**src/design/mbdp_pkg.sv**
```systemverilog
package mbdp_pkg;

    typedef enum logic [3:0] {
        PH_TOP_HDR,
        PH_TOP_SKIP,
        PH_MOOV_HDR,
        PH_CHILD_SKIP,
        PH_MVHD,
        PH_MVEX_HDR,
        PH_MVEX_SKIP,
        PH_MEHD,
        PH_DONE
    } t_phase;

    typedef enum logic [1:0] {
        SQ_IDLE,
        SQ_MUL,
        SQ_DIV,
        SQ_OUT
    } t_seq;

    typedef enum logic [1:0] {
        ST_FOUND     = 2'd0,
        ST_NO_MOOV   = 2'd1,
        ST_TS_ZERO   = 2'd2,
        ST_OVER      = 2'd3
    } t_status;

    localparam logic [31:0] TAG_MOOV = 32'h6D6F6F76;
    localparam logic [31:0] TAG_MVHD = 32'h6D766864;
    localparam logic [31:0] TAG_MVEX = 32'h6D766578;
    localparam logic [31:0] TAG_MEHD = 32'h6D656864;

    localparam logic [31:0] MAX_DURATION_RESET = 32'd86400000;
    localparam int          DIV_STEPS          = 64;

endpackage

```
**src/design/mp4_box_duration_parser_unit.sv**
```systemverilog
// channel | dir | beat content
// s       | in  | tdata[7:0] file byte, tlast marks final byte of file
// m       | out | tdata[31:0] duration in ms, tuser[1:0] status
// cfg     | in  | wdata[31:0] max duration in ms, taken when we is high
// a byte that produces no result leaves the input ready to take the next byte
// a byte that ends the parse with a computed result goes through one multiply by 1000
// (shift and subtract), 64 steps of the shared restoring divider and one limit compare
// results with a fixed value (no moov or bad top box, timescale zero) are registered as the byte is taken
// i_rst_n is synchronous, active low; it clears the parser and sets the limit to 86400000
// input is held off while the divider runs or while an undelivered result blocks a new one
module mp4_box_duration_parser_unit (
    input  logic        i_clk,
    input  logic        i_rst_n,
    input  logic        i_s_tvalid,
    output logic        o_s_tready,
    input  logic [7:0]  i_s_tdata,   // [7:0] data_byte
    input  logic        i_s_tlast,
    output logic        o_m_tvalid,
    input  logic        i_m_tready,
    output logic [31:0] o_m_tdata,   // [31:0] duration_ms
    output logic [1:0]  o_m_tuser,   // [1:0] status
    input  logic        i_cfg_we,
    input  logic [31:0] i_cfg_wdata
);
    import mbdp_pkg::*;

    t_phase      r_phase, n_phase;
    logic [4:0]  r_hidx, n_hidx;
    logic [63:0] r_size, n_size;
    logic [31:0] r_type, n_type;
    logic [63:0] r_top, n_top;
    logic [63:0] r_moov, n_moov;
    logic [63:0] r_child, n_child;
    logic [63:0] r_mvex, n_mvex;
    logic [5:0]  r_body, n_body;
    logic        r_wide, n_wide;
    logic [31:0] r_ts, n_ts;
    logic [63:0] r_mdur, n_mdur;
    logic [63:0] r_fdur, n_fdur;
    logic        r_sent, n_sent;

    logic [31:0] r_max;

    t_seq        r_seq, n_seq;
    logic [63:0] r_q;
    logic [32:0] r_rem;
    logic [31:0] r_div;
    logic [5:0]  r_cnt;

    logic        r_out_valid;
    logic [31:0] r_out_ms;
    t_status     r_out_st;

    logic        accept;
    logic        emit_fix;
    logic        emit_comp;
    t_status     emit_st;
    logic        out_free;

    assign out_free   = !r_out_valid || i_m_tready;
    assign o_s_tready = (r_seq == SQ_IDLE) && out_free;
    assign accept     = i_s_tvalid && o_s_tready;
    assign o_m_tvalid = r_out_valid;
    assign o_m_tdata  = r_out_ms;
    assign o_m_tuser  = r_out_st;

    // per-byte parser step
    always_comb begin
        logic [7:0]  b;
        logic [4:0]  i;
        logic [5:0]  o;
        logic [63:0] sz;
        logic [63:0] hl;
        logic        wd;
        logic [5:0]  flen;
        logic        do_after;
        logic        early;
        n_phase = r_phase; n_hidx = r_hidx; n_size = r_size; n_type = r_type;
        n_top = r_top; n_moov = r_moov; n_child = r_child; n_mvex = r_mvex;
        n_body = r_body; n_wide = r_wide; n_ts = r_ts; n_mdur = r_mdur;
        n_fdur = r_fdur; n_sent = r_sent;
        emit_fix = 1'b0; emit_comp = 1'b0; emit_st = ST_FOUND;
        b = i_s_tdata; i = r_hidx; o = r_body;
        sz = '0; hl = '0; wd = 1'b0; flen = '0; do_after = 1'b0; early = 1'b0;
        case (r_phase)
            PH_TOP_HDR: begin
                if (i < 5'd4) begin
                    n_size = (i == 5'd0) ? {56'd0, b} : {r_size[55:0], b};
                end else if (i < 5'd8) begin
                    n_type = {r_type[23:0], b};
                end else begin
                    n_size = (i == 5'd8) ? {56'd0, b} : {r_size[55:0], b};
                end
                n_hidx = i + 5'd1;
                if (!(i == 5'd7 && n_size == 64'd1) && (i == 5'd7 || i == 5'd15)) begin
                    hl = (i == 5'd15) ? 64'd16 : 64'd8;
                    n_hidx = '0;
                    if (n_size < hl) begin
                        emit_fix = 1'b1;
                        emit_st  = ST_NO_MOOV;
                    end else if (n_type == TAG_MOOV) begin
                        n_moov   = n_size - hl;
                        do_after = 1'b1;
                    end else begin
                        n_top   = n_size - hl;
                        n_phase = (n_top != 64'd0) ? PH_TOP_SKIP : PH_TOP_HDR;
                    end
                end
            end
            PH_TOP_SKIP: begin
                n_top = r_top - 64'd1;
                if (n_top == 64'd0) n_phase = PH_TOP_HDR;
            end
            PH_MOOV_HDR: begin
                if (i < 5'd4) begin
                    n_size = (i == 5'd0) ? {56'd0, b} : {r_size[55:0], b};
                end else begin
                    n_type = {r_type[23:0], b};
                end
                n_hidx = i + 5'd1;
                if (i == 5'd7) begin
                    n_hidx = '0;
                    sz = {32'd0, n_size[31:0]};
                    if (sz < 64'd8 || sz > r_moov) begin
                        emit_comp = 1'b1;
                    end else begin
                        n_moov  = r_moov - sz;
                        n_child = sz - 64'd8;
                        if (n_child == 64'd0) begin
                            do_after = 1'b1;
                        end else begin
                            n_body = '0;
                            if (n_type == TAG_MVHD) begin
                                n_phase = PH_MVHD;
                            end else if (n_type == TAG_MVEX) begin
                                n_mvex = n_child;
                                if (n_mvex >= 64'd8) begin
                                    n_phase = PH_MVEX_HDR;
                                    n_hidx  = '0;
                                end else begin
                                    n_phase = PH_CHILD_SKIP;
                                end
                            end else begin
                                n_phase = PH_CHILD_SKIP;
                            end
                        end
                    end
                end
            end
            PH_CHILD_SKIP, PH_MVHD, PH_MVEX_HDR, PH_MVEX_SKIP, PH_MEHD: begin
                case (r_phase)
                    PH_MVHD: begin
                        wd = (o == 6'd0) ? (b == 8'd1) : r_wide;
                        n_wide = wd;
                        if (wd) begin
                            if (o >= 6'd20 && o <= 6'd23) begin
                                n_size = (o == 6'd20) ? {56'd0, b} : {r_size[55:0], b};
                                if (o == 6'd23) n_ts = n_size[31:0];
                            end
                            if (o >= 6'd24 && o <= 6'd31) begin
                                n_size = (o == 6'd24) ? {56'd0, b} : {r_size[55:0], b};
                                if (o == 6'd31) n_mdur = n_size;
                            end
                        end else begin
                            if (o >= 6'd12 && o <= 6'd15) begin
                                n_size = (o == 6'd12) ? {56'd0, b} : {r_size[55:0], b};
                                if (o == 6'd15) n_ts = n_size[31:0];
                            end
                            if (o >= 6'd16 && o <= 6'd19) begin
                                n_size = (o == 6'd16) ? {56'd0, b} : {r_size[55:0], b};
                                if (o == 6'd19) n_mdur = {32'd0, n_size[31:0]};
                            end
                        end
                        if (o >= 6'd31) n_phase = PH_CHILD_SKIP;
                    end
                    PH_MVEX_HDR: begin
                        if (i < 5'd4) begin
                            n_size = (i == 5'd0) ? {56'd0, b} : {r_size[55:0], b};
                        end else begin
                            n_type = {r_type[23:0], b};
                        end
                        n_hidx = i + 5'd1;
                        if (i == 5'd7) begin
                            n_hidx = '0;
                            sz = {32'd0, n_size[31:0]};
                            if (sz < 64'd8 || sz > r_mvex) begin
                                n_phase = PH_CHILD_SKIP;
                            end else if (n_type == TAG_MEHD) begin
                                n_top   = sz - 64'd8;
                                n_body  = '0;
                                n_phase = (n_top != 64'd0) ? PH_MEHD : PH_CHILD_SKIP;
                                n_child = r_child - 64'd1;
                                early   = 1'b1;
                                if (n_child == 64'd0) do_after = 1'b1;
                            end else begin
                                n_mvex = r_mvex - sz;
                                n_top  = sz - 64'd8;
                                if (n_top != 64'd0) begin
                                    n_phase = PH_MVEX_SKIP;
                                end else if (n_mvex >= 64'd8) begin
                                    n_phase = PH_MVEX_HDR;
                                end else begin
                                    n_phase = PH_CHILD_SKIP;
                                end
                            end
                        end
                    end
                    PH_MVEX_SKIP: begin
                        n_top = r_top - 64'd1;
                        if (n_top == 64'd0) begin
                            if (r_mvex >= 64'd8) begin
                                n_phase = PH_MVEX_HDR;
                                n_hidx  = '0;
                            end else begin
                                n_phase = PH_CHILD_SKIP;
                            end
                        end
                    end
                    PH_MEHD: begin
                        wd = (o == 6'd0) ? (b == 8'd1) : r_wide;
                        n_wide = wd;
                        flen = wd ? 6'd8 : 6'd4;
                        if (o >= 6'd4 && o < 6'd4 + flen) begin
                            n_size = (o == 6'd4) ? {56'd0, b} : {r_size[55:0], b};
                            if (o == 6'd3 + flen) begin
                                n_fdur  = wd ? n_size : {32'd0, n_size[31:0]};
                                n_phase = PH_CHILD_SKIP;
                            end
                        end
                        n_top = r_top - 64'd1;
                        if (n_top == 64'd0) n_phase = PH_CHILD_SKIP;
                    end
                    default: begin
                    end
                endcase
                if (!early) begin
                    if (r_body < 6'd63) n_body = n_body + 6'd1;
                    n_child = r_child - 64'd1;
                    if (n_child == 64'd0) do_after = 1'b1;
                end
            end
            default: begin
            end
        endcase
        if (do_after) begin
            if (n_moov >= 64'd8) begin
                n_phase = PH_MOOV_HDR;
                n_hidx  = '0;
            end else begin
                emit_comp = 1'b1;
            end
        end
        if (emit_fix || emit_comp) begin
            n_phase = PH_DONE;
            n_sent  = 1'b1;
        end
        if (i_s_tlast) begin
            if (!n_sent) begin
                if (n_phase >= PH_MOOV_HDR && n_phase <= PH_MEHD) begin
                    emit_comp = 1'b1;
                end else begin
                    emit_fix = 1'b1;
                    emit_st  = ST_NO_MOOV;
                end
            end
            // end of file clears the parser
            n_phase = PH_TOP_HDR; n_hidx = '0; n_size = '0; n_type = '0;
            n_top = '0; n_moov = '0; n_child = '0; n_mvex = '0; n_body = '0;
            n_wide = 1'b0; n_sent = 1'b0;
        end
        // timescale zero needs no divide
        if (emit_comp && n_ts == 32'd0) begin
            emit_comp = 1'b0;
            emit_fix  = 1'b1;
            emit_st   = ST_TS_ZERO;
        end
    end

    // operands captured before the end-of-file clear
    logic [31:0] cap_ts;
    logic [63:0] cap_dur;
    always_comb begin
        cap_ts  = n_ts;
        cap_dur = (n_mdur != 64'd0) ? n_mdur : n_fdur;
    end

    always_ff @(posedge i_clk) begin
        if (!i_rst_n) begin
            r_phase <= PH_TOP_HDR; r_hidx <= '0; r_size <= '0; r_type <= '0;
            r_top <= '0; r_moov <= '0; r_child <= '0; r_mvex <= '0; r_body <= '0;
            r_wide <= 1'b0; r_ts <= '0; r_mdur <= '0; r_fdur <= '0; r_sent <= 1'b0;
        end else if (accept) begin
            r_phase <= n_phase; r_hidx <= n_hidx; r_size <= n_size; r_type <= n_type;
            r_top <= n_top; r_moov <= n_moov; r_child <= n_child; r_mvex <= n_mvex;
            r_body <= n_body; r_wide <= n_wide; r_sent <= n_sent;
            if (i_s_tlast) begin
                r_ts <= '0; r_mdur <= '0; r_fdur <= '0;
            end else begin
                r_ts <= n_ts; r_mdur <= n_mdur; r_fdur <= n_fdur;
            end
        end
    end

    always_ff @(posedge i_clk) begin
        if (!i_rst_n) begin
            r_max <= MAX_DURATION_RESET;
        end else if (i_cfg_we) begin
            r_max <= i_cfg_wdata;
        end
    end

    // divide sequencer: next state
    always_comb begin
        n_seq = r_seq;
        case (r_seq)
            SQ_IDLE: if (accept && emit_comp) n_seq = SQ_MUL;
            SQ_MUL:  n_seq = SQ_DIV;
            SQ_DIV:  if (r_cnt == 6'(DIV_STEPS - 1)) n_seq = SQ_OUT;
            SQ_OUT:  if (out_free) n_seq = SQ_IDLE;
            default: n_seq = SQ_IDLE;
        endcase
    end

    always_ff @(posedge i_clk) begin
        if (!i_rst_n) begin
            r_seq <= SQ_IDLE;
        end else begin
            r_seq <= n_seq;
        end
    end

    // shared restoring divider, one quotient bit per cycle
    always_ff @(posedge i_clk) begin
        logic [32:0] rsh;
        rsh = {r_rem[31:0], r_q[63]};
        case (r_seq)
            SQ_IDLE: begin
                if (accept && emit_comp) begin
                    r_q   <= cap_dur;
                    r_div <= cap_ts;
                end
                r_cnt <= '0;
            end
            SQ_MUL: begin
                // x*1000 = x*1024 - x*16 - x*8, modulo 2^64
                r_q   <= (r_q << 10) - (r_q << 4) - (r_q << 3);
                r_rem <= '0;
            end
            SQ_DIV: begin
                if (rsh >= {1'b0, r_div}) begin
                    r_rem <= rsh - {1'b0, r_div};
                    r_q   <= {r_q[62:0], 1'b1};
                end else begin
                    r_rem <= rsh;
                    r_q   <= {r_q[62:0], 1'b0};
                end
                r_cnt <= r_cnt + 6'd1;
            end
            default: begin
            end
        endcase
    end

    // result register
    always_ff @(posedge i_clk) begin
        if (!i_rst_n) begin
            r_out_valid <= 1'b0;
        end else if (accept && emit_fix) begin
            r_out_valid <= 1'b1;
        end else if (r_seq == SQ_OUT && out_free) begin
            r_out_valid <= 1'b1;
        end else if (i_m_tready) begin
            r_out_valid <= 1'b0;
        end
    end

    always_ff @(posedge i_clk) begin
        if (accept && emit_fix) begin
            r_out_ms <= '0;
            r_out_st <= emit_st;
        end else if (r_seq == SQ_OUT && out_free) begin
            if (r_q > {32'd0, r_max}) begin
                r_out_ms <= '0;
                r_out_st <= ST_OVER;
            end else begin
                r_out_ms <= r_q[31:0];
                r_out_st <= ST_FOUND;
            end
        end
    end

    a_busy_not_ready: assert property (@(posedge i_clk) disable iff (!i_rst_n)
        (r_seq != SQ_IDLE) |-> !o_s_tready)
        else $error("input taken while divider busy");

    a_div_nonzero: assert property (@(posedge i_clk) disable iff (!i_rst_n)
        (r_seq == SQ_DIV) |-> (r_div != 32'd0))
        else $error("divide by zero timescale");

    a_mul_then_div: assert property (@(posedge i_clk) disable iff (!i_rst_n)
        (r_seq == SQ_MUL) |=> (r_seq == SQ_DIV && r_cnt == 6'd0))
        else $error("divider start lost");

    a_fixed_status: assert property (@(posedge i_clk) disable iff (!i_rst_n)
        (o_m_tvalid && o_m_tuser != ST_FOUND) |-> (o_m_tdata == 32'd0))
        else $error("nonzero duration with error status");

endmodule

```
**config.mk**
```make
export PLATFORM = sky130hd
export DESIGN_NAME = mp4_box_duration_parser_unit
export DESIGN_NICKNAME = d
export VERILOG_FILES = /design/src/design/mbdp_pkg.sv /design/src/design/mp4_box_duration_parser_unit.sv
export SDC_FILE = /design/constraint.sdc
export NUM_CORES = 2
export LEC_CHECK = 0
export BUFFER_PORTS_ARGS = -buffer_cell sky130_fd_sc_hd__buf_2
export CORE_UTILIZATION = 45
export CTS_BUF_LIST = sky130_fd_sc_hd__clkbuf_8
export DETAILED_ROUTE_END_ITERATION = 8
export PLACE_DENSITY_LB_ADDON = 0.12
export SETUP_SLACK_MARGIN = 0.02
export SLEW_MARGIN = 20
export SYNTH_ARGS = -nofsm -noshare
export SYNTH_HDL_FRONTEND = slang
export SYNTH_SLANG_ARGS = --single-unit
```
**constraint.sdc**
```tcl
create_clock -name i_clk -period 31.4 [get_ports i_clk]
set_input_delay 6.28 -clock i_clk [delete_from_list [all_inputs] [get_ports i_clk]]
set_output_delay 6.28 -clock i_clk [all_outputs]
set_load 0.005 [all_outputs]
```
==> results_dict.tcl <==
set metrics [dict create \
    outcome "finished, violations left" \
    violations "design-rule violations" \
    drcViolationCount 48 \
    die_h_um 370 \
    cp-endpoint "r_q[61]" \
    initial_core_util_pct 45.4 \
    first_iter_violations 7570 \
    synthArstFlopShare_pct 0 \
    synthFlopType "dfxtp_1" \
    cts.repair.resized 0 \
    slew_headroom_pct 13.9 \
    drt_wl_total_mm 266 \
    skew_ps 56.4 \
    tns_ps 0 \
    critPathMaxStageDelay_ps 650 \
    io_pins 82 \
    dp_cells 9491 \
    setup_violations 0 \
    synthDistinctLibCells 102 \
    grt_use_met3_pct 8.30 \
    vias 63631 \
    die_x_um 370 \
    drt-pass1-iter-count 9 \
    placed_area_mm2 0.0626 \
    nets 8166 \
    yosysSeqAreaShare_pct 26.3 \
    grt-busiest-layer "met2" \
    power.density_mw_per_mm2 35.1 \
    final_util_pct 49.0 \
    grt_first_pass_wirelength_mm 391 \
    hp-start "o_m_tdata[31]" \
    required_ps 31960 \
    syn_inst 8103 \
    fin_cells 9761 \
    netlist_top_cells_area "dfxtp_1 20%, edfxtp_1 6.7%, a21oi_1 4.9%" \
    tightest_slew_ps 1260 \
    hold_class "register to register" \
    vdd_drop_max_uv 39.3 \
    antenna_found_initial 15 \
    cts.sinks 732 \
    startpoint "i_s_tdata[1]" \
    post_cts_buffers 0 \
    crit_cells 25 \
    cts_hold_buf 0 \
    cts_max_path_buffers 3 \
    worst_setup_path_start_kind "input port" \
    cp_num_buf_inv 5 \
    fillers 13465 \
    timing.final.crit_share_pct 45.9 \
    place.gp.congestion 1.01 \
    synth.top_cell.area_share_pct 19.6 \
    yosys_warnings 0 \
    synth_area_mm2 0.0608 \
    hold_violations 0 \
    synth_area_leader_cell "dfxtp_1" \
    fmax_mhz 69.4 \
    cts_root_buffer "clkbuf_8" \
    cts_buffers 143 \
    reg2reg_slack_ps 20520 \
    rows 134 \
    overflow 0 \
    synthesis.nets 8400 \
    portBuffers 81 \
    maxCapViolCount 0 \
    end_kind "register" \
    final_area_mm2 0.0656 \
    ys_ff_latch 732 \
    synth_edf_count 136 \
    core_region_area_mm2 0.134 \
    met1_usage_pct 51.7 \
    finalMaxSlewViolations 0 \
    grt_max_degree 179 \
    clkTransAtPathRegs_ps 50 \
    period_minus_slack_ps 14410 \
    post_drt_via_cell_ratio 6.52 \
    p_leak_nw 24.9 \
    postSynthAreaPerCell_um2 7.50 \
    path_class "input port to register" \
    r2r-start "r_hidx[4]" \
    drive_above_1_share_pct 9.18 \
    p_total_mw 2.30 \
    ant_nets 0 \
    hpwlAfterDp_mm 190 \
    insertion_delay_ps 980 \
    wl_per_cell_um 27.2 \
    cts_max_level 4 \
    grt_pass1_vias 58402 \
    r2r-end "r_q[61]" \
    critPathTopFamily "simple AND/OR/NAND/NOR gates" \
    area_delta_synth_final_pct 7.88 \
    crit_path_max_fanout 64 \
    cts_tree "done" \
    grtUsageTotal_pct 37.6 \
    rsz0062_at_grt "no" \
    slowest_stage "nor4_1" \
    crit_path_frequent_cell "buf_4" \
    r2r_cells 26 \
    die_area_mm2 0.137 \
    arrival_ps 14970 \
    met2_usage_pct 55.8 \
]
registers in the layout (all words and copies together), names as in the netlist, 64 cells and up:
register	cells
r_child	64
r_fdur	64
r_mdur	64
r_moov	64
r_mvex	64
r_q	64
r_size	64
r_top	64
per-stage QoR:
stage | hold slack, ps | setup slack [ps]
2_1_floorplan | 432 | 16800
3_3_place_gp | 447 | 16380
3_5_place_dp | 448 | 16260
4_1_cts | 454 | 17210
5_1_grt | 474 | 16640
6_report | 450 | 16990
worst min path at each step:
stage                          endpoint  slack, ps  cells after the start
after floorplan                  r_sent        430                      1
after global placement     o_m_tdata[2]        450                      2
after detailed placement  o_m_tdata[31]        450                      2
after CTS                 o_m_tdata[31]        450                      2
after global routing      o_m_tdata[31]        470                      2
final                     o_m_tdata[31]        450                      2
logic make-up (layout without fill, tap and decap cells):
| logic type | count (synthesis) | in the layout | share of synthesized area, % |
|---|---|---|---|
| DFF | 732 | 732 | 26.3 |
| xor gates and xnor gates | 354 | 354 | 5.10 |
| muxes | 124 | 124 | 2.10 |
| and+or+nand+nor | 3211 | 3211 | 27.5 |
| AOI/OAI and AO/OA | 2452 | 2452 | 26.6 |
| adders and majority gates | 277 | 277 | 6.27 |
| buffers and inverters | 953 | 833 | 6.03 |
| other | 0 | 10 | 0 |
tightest hold or removal path: stages, from the launching register on:
cell and delay, ps:
dfxtp_1 300, nand2_1 50, a21oi_1 50
routing by layer:
layer	part of all wire, %	up-vias	wire length [µm]
li1	-	29207	-
met1	43	30631	115000
met2	43	3213	113000
met3	9.4	568	25000
met4	4.7	12	12500
met5	0.030	-	80
Yosys cell counts (all sizes together), types with 57 or more instances:
cell type and number:
nor2 555, or4 64, nand3 239, a31oi 121, and3 106, buf 71, clkbuf 588, xnor2 233
or3 79, nor3b 60, nand4 112, nor2b 413, o22ai 69, mux2i 95, and2 222, o21ai 529
dfxtp 596, nand2 720, a221oi 86, xor2 121, a211oi 76, o211ai 57, a21boi 66, nor4 135
ha 196, nand2b 76, a21oi 626, nor3 280, a22oi 273, inv 292, a21o 80, edfxtp 136
cells in the final DEF, fill, tap and decap left out, types with 80 or more instances in the layout:
cell,instances
nor2_1,546
o21ai_0,513
a221oi_1,86
nand3_1,239
and3_1,104
mux2i_1,92
ha_1,193
nor2b_1,412
buf_4,197
nor4_1,129
and2_1,219
inv_1,334
edfxtp_1,136
nand2_1,715
dfxtp_1,594
a31oi_1,121
xnor2_1,232
a21o_1,80
a21oi_1,591
a22oi_1,273
nand4_1,112
clkbuf_8,170
xor2_1,121
buf_2,80
nor3_1,278
report_power, final:
group          switching, mW  internal [mW]  total [mW]
clock                  0.483          0.530        1.01
combinational          0.210         0.0960       0.306
sequential            0.0190          0.964       0.983
total                  0.712           1.59        2.30
final cells by class:
| cell class | instances | area [µm²] | share of cell area, % |
|---|---|---|---|
| Clock inverter | 89 | 563 | 0.858 |
| Timing Repair Buffer | 280 | 1930 | 2.95 |
| Clock buffer | 170 | 2340 | 3.57 |
| Multi-Input combinational cell | 6418 | 41400 | 63.1 |
| Tap cell | 1768 | 2210 | 3.37 |
| Sequential cell | 732 | 16000 | 24.4 |
| Inverter | 294 | 1100 | 1.68 |
| Antenna cell | 10 | 25.0 | 0.0382 |
Power figures use the tool's default switching activity.
